`src/hdl/sks_pkg.sv`:
```
// ----------------------------------------------------------------------------
// sks_pkg: shared types and constants for the sorted key search block
// Item layouts, request codes and the control bundles between the search
// controller and its datapath.
// ----------------------------------------------------------------------------
package sks_pkg;

	localparam int DEFAULT_TABLE_DEPTH = 4096;
	localparam int INDEX_W             = 12;
	localparam int KEY_W               = 16;
	localparam int COUNT_W             = 13;

	localparam logic [KEY_W-1:0] RESERVED_KEY_MIN = 16'hFFF1;

	localparam logic REQ_WRITE  = 1'b0;
	localparam logic REQ_LOOKUP = 1'b1;

	typedef struct packed {
		logic               req_type;
		logic [INDEX_W-1:0] entry_index;
		logic [KEY_W-1:0]   entry_key;
		logic [KEY_W-1:0]   lookup_key;
	} req_t;

	typedef struct packed {
		logic [INDEX_W-1:0] found_index;
		logic               hit;
	} rsp_t;

	typedef struct packed {
		logic wr_en;
		logic lookup_load;
		logic early_set;
		logic step;
		logic publish;
	} cmd_t;

	typedef struct packed {
		logic early_exit;
		logic probe_hit;
		logic search_done;
	} status_t;

endpackage

```
`src/hdl/sks_ctrl.sv`:
```
// ----------------------------------------------------------------------------
// sks_ctrl: search sequencer
// Accepts items, steps the datapath through the early checks and the probe
// loop, and hands the result to the output register when it is free.
// ----------------------------------------------------------------------------
module sks_ctrl (
	input  logic              clk,
	input  logic              arst_n,
	input  logic              in_valid,
	input  logic              in_req_type,
	output logic              in_ready,
	output logic              out_valid,
	input  logic              out_ready,
	input  sks_pkg::status_t  status,
	output sks_pkg::cmd_t     cmd
);

	typedef enum logic [1:0] {
		ST_IDLE,
		ST_CHECK,
		ST_PROBE,
		ST_FINISH
	} state_t;

	state_t state_q;
	logic   out_valid_q;
	logic   accept;
	logic   out_free;

	assign in_ready  = state_q == ST_IDLE;
	assign out_valid = out_valid_q;
	assign accept    = in_valid && in_ready;
	assign out_free  = !out_valid_q || out_ready;

	always_comb begin
		cmd             = '0;
		cmd.wr_en       = accept && (in_req_type == sks_pkg::REQ_WRITE);
		cmd.lookup_load = accept && (in_req_type == sks_pkg::REQ_LOOKUP);
		case (state_q)
			ST_CHECK:  cmd.early_set = status.early_exit;
			ST_PROBE:  cmd.step      = 1'b1;
			ST_FINISH: cmd.publish   = out_free;
			default:   cmd.step      = 1'b0;
		endcase
	end

	always_ff @(posedge clk or negedge arst_n) begin
		if (!arst_n) begin
			state_q     <= ST_IDLE;
			out_valid_q <= 1'b0;
		end else begin
			if (cmd.publish) begin
				out_valid_q <= 1'b1;
			end else if (out_ready) begin
				out_valid_q <= 1'b0;
			end
			case (state_q)
				ST_IDLE: begin
					if (cmd.lookup_load) begin
						state_q <= ST_CHECK;
					end
				end
				ST_CHECK: begin
					state_q <= status.early_exit ? ST_FINISH : ST_PROBE;
				end
				ST_PROBE: begin
					if (status.search_done) begin
						state_q <= ST_FINISH;
					end
				end
				ST_FINISH: begin
					if (out_free) begin
						state_q <= ST_IDLE;
					end
				end
				default: begin
					state_q <= ST_IDLE;
				end
			endcase
		end
	end

endmodule

```
`config.mk`:
```
export PLATFORM = sky130hd
export DESIGN_NAME = sks_ctrl
export DESIGN_NICKNAME = d
export VERILOG_FILES = /design/src/hdl/sks_pkg.sv /design/src/hdl/sks_ctrl.sv
export SDC_FILE = /design/constraint.sdc
export NUM_CORES = 1
export LEC_CHECK = 0
export ABC_CLOCK_PERIOD_IN_PS = 1800
export BUFFER_PORTS_ARGS = -buffer_cell sky130_fd_sc_hd__buf_2
export CAP_MARGIN = 30
export CORE_AREA = 2 2 39 41
export CTS_BUF_LIST = sky130_fd_sc_hd__clkbuf_16
export CTS_CLUSTER_SIZE = 28
export DETAILED_ROUTE_END_ITERATION = 10
export DIE_AREA = 0 0 41 43
export PLACE_DENSITY_LB_ADDON = 0.2
export SLEW_MARGIN = 20
export SYNTH_ARGS = -nofsm -noshare
export SYNTH_HDL_FRONTEND = slang
export SYNTH_SLANG_ARGS = --single-unit
```
`constraint.sdc`:
```
create_clock -name clk -period 1.8 [get_ports clk]
set_input_delay 0 -clock clk [delete_from_list [all_inputs] [get_ports clk]]
set_output_delay 0 -clock clk [all_outputs]
set_load 0.1 [all_outputs]
```
==> impl_results.md <==
- Status: completed
- Avg WL per Cell: 8.00 um
- Layout cells sized above 1: 55.8%
- Clock skew: 0.000599 ns
- Die H: 43 um
- Filler cells: 152
- Nets: 56
- Clock-pin slew on the worst setup and hold paths: 0.03 ns
- Element type at the critical path end: flop
- Routability cong.: 0.625
- Pre-Repair DR Iteration Count: 3
- Initial DRC count: 2
- CP max stage cell: dfrtp_1
- Max clock buf depth: 2
- Placed insts: 54
- Initial core utilization: 17.5%
- Reg2reg start: state_q[0]
- Startpoint Class: flop
- Placed wire-length estimate: 385 um
- CTS resizes: 0
- Synthesis warning total: 0
- Vias in the first global route: 206
- Root Buffer: clkbuf_16
- Ant. Diodes: 0
- Latest clock arrival within the worst-skew pair: 0.22 ns
- Worst Path Required: 1.90 ns
- Minimum clock period: 1.52 ns
- H-tree levels: 1
- Storage element area: 75.1 um2
- RSZ-0062 raised after global routing: no
- CP max stage delay: 0.44 ns
- Gr ovfl total: 0
- Arrival @ worst endpoint: 1.62 ns
- Area of the multi-input gates: 170 um2
- R2r worst-path depth: 5
- GRT Resource Usage Total: 6.13%
- Fin crit share: 84.2%
- Number of remaining DRC errors: 0
- Number of setup violations in the final report: 0
- FP Rows: 14
- Sink Count: 3
- Synthesized area per cell: 9.71 um2
- Most frequent cells in the layout: buf_2 (13), inv_1 (3), nand2b_1 (3), clkbuf_16 (3), dfrtp_1 (3)
- Num CTS Buffers: 3
- Worst R2R End: state_q[1]
- Fin. Hold Viols: 0
- Largest family of logic cells by synthesized area: simple AND/OR/NAND/NOR gates
- Reg2reg setup slack: 0.28 ns
- Largest net degree at the start of global routing: 7
- Cells along the critical path: inv_2 > ha_4 > and3_4 > o211a_1 > mux2_4
- Final instance count without filler cells: 59
- Synth Area in Compound Gates: 11.9%
- Die area: 1760 um2
- IO Count: 15
- Port buffer count: 13
- Total core area: 1380 um2
- WL final: 472 um
- Slew Limit Fails: 0
- Kind of critical path: flop to flop
- Synth Area in Adders: 20.6%
- Post-synthesis simple-gate area fraction: 24.2%
- Hold Crit Start: out_ready
- Vias/cell: 3.80
- Maximum Capacitance Violations: 0
- Mapped Cells: 25
- CTS tree: built
- Mapped Nets: 37
- Worst slew pin tran: 0.485 ns
- Yosys reg bits: 3
- Mapped cell area: 243 um2
- Xor/xnor cell area share of the yosys netlist: 0%
- Hold Path Sink: out_valid
- Most common cell after layout, fill and taps aside: buf_2
- Number of nets with antenna violations after routing: 0
- Area Overhead vs Synth: 78.9%
- Worst hold path type: primary input to flop
- DR vias: 224
- Hold depth: 3
- First-pass GRT wire length: 703 um
- Sequential fraction of the synthesis area: 30.9%
- Mux share of post-synthesis cell area: 6.19%
- Worst-path fanout max: 6
- F_max: 0.660 GHz
- Antenna violations before repair: 0
- Synth cell types: 13
- Die Width: 41 um
- Slew HR: 67.9%
how the worst max path moves through the flow:
stage | start | end | slack, ns
after CTS | state_q[1] | cmd[3] | 0.27
after global placement | state_q[1] | state_q[1] | 0.27
after floorplan | state_q[0] | state_q[1] | -0.15
final | state_q[0] | state_q[1] | 0.28
after detailed placement | state_q[0] | state_q[1] | 0.28
after global routing | state_q[1] | cmd[3] | 0.23
metrics by stage:
| stage | setup slack [ns] | util (%) | cell area, um2 | setup TNS, ns | hold WS [ns] |
|---|---|---|---|---|---|
| 2_1_floorplan | -0.147 | - | 260 | -0.147 | -0.296 |
| 3_3_place_gp | 0.274 | 25.0 | 345 | 0 | -0.202 |
| 3_5_place_dp | 0.278 | 25.0 | 345 | 0 | -0.202 |
| 4_1_cts | 0.272 | 31.4 | 434 | 0 | 0.0745 |
| 5_1_grt | 0.225 | 31.4 | 434 | 0 | 0.0859 |
| 6_report | 0.284 | 31.4 | 434 | 0 | 0.0690 |
per-layer routing:
layer	up-vias	part of all wire (%)	GRT usage, %
li1	120	-	-
met4	0	0	8.00
met1	94	50	6.77
met3	0	7.6	0
met2	10	43	8.75
met5	-	0	0
logic make-up (layout without fill, tap and decap cells):
| logic type | after synthesis | in the layout |
|---|---|---|
| flops | 3 | 3 |
| compound gates | 3 | 3 |
| buf+inv | 4 | 22 |
| mux | 1 | 1 |
| simple gates | 10 | 10 |
| fa+ha+maj | 4 | 4 |
worst max-delay path: cells and delay by family, from the launching register on:
kind	cells	cell delay, ns
muxes	1	0.29
and+or+nand+nor	1	0.16
adders and majority gates	1	0.18
AOI/OAI and AO/OA	1	0.24
buffers and inverters	1	0.08
DFF	1	0.44
area by class of cell:
class                   count  share of cell area (%)
inverters                   4                    3.46
clock buffers               3                    17.3
flip-flops and latches      3                    17.3
multi-input cells          18                    39.2
repair buffers             14                    17.3
clock inverters             1                   0.865
well taps                  16                    4.61
what timing repair did:
item                                    in CTS  in global routing
endpoints found under the hold margin        3                  0
hold buffers                                 1                  0
endpoints found under the setup margin       0                  0
setup buffers                                0                  0
Yosys cell counts, drive strengths merged:
cell	count	area (um2)
dfrtp	3	75.1
nand2b	3	18.8
and2	1	6.26
nand2	2	7.51
and3	1	11.3
nor2	2	7.51
ha	4	50.1
o211a	1	10.0
o22a	1	10.0
a41oi	1	8.76
nand3b	1	7.51
mux2	1	15.0
inv	4	15.0
sequential cells by signal (all words and copies together) (netlist names):
register,count
out_valid,1
state_q,2
Power is not shown: default switching activity piles up to over one toggle a cycle in this logic, so the estimate is an artifact.
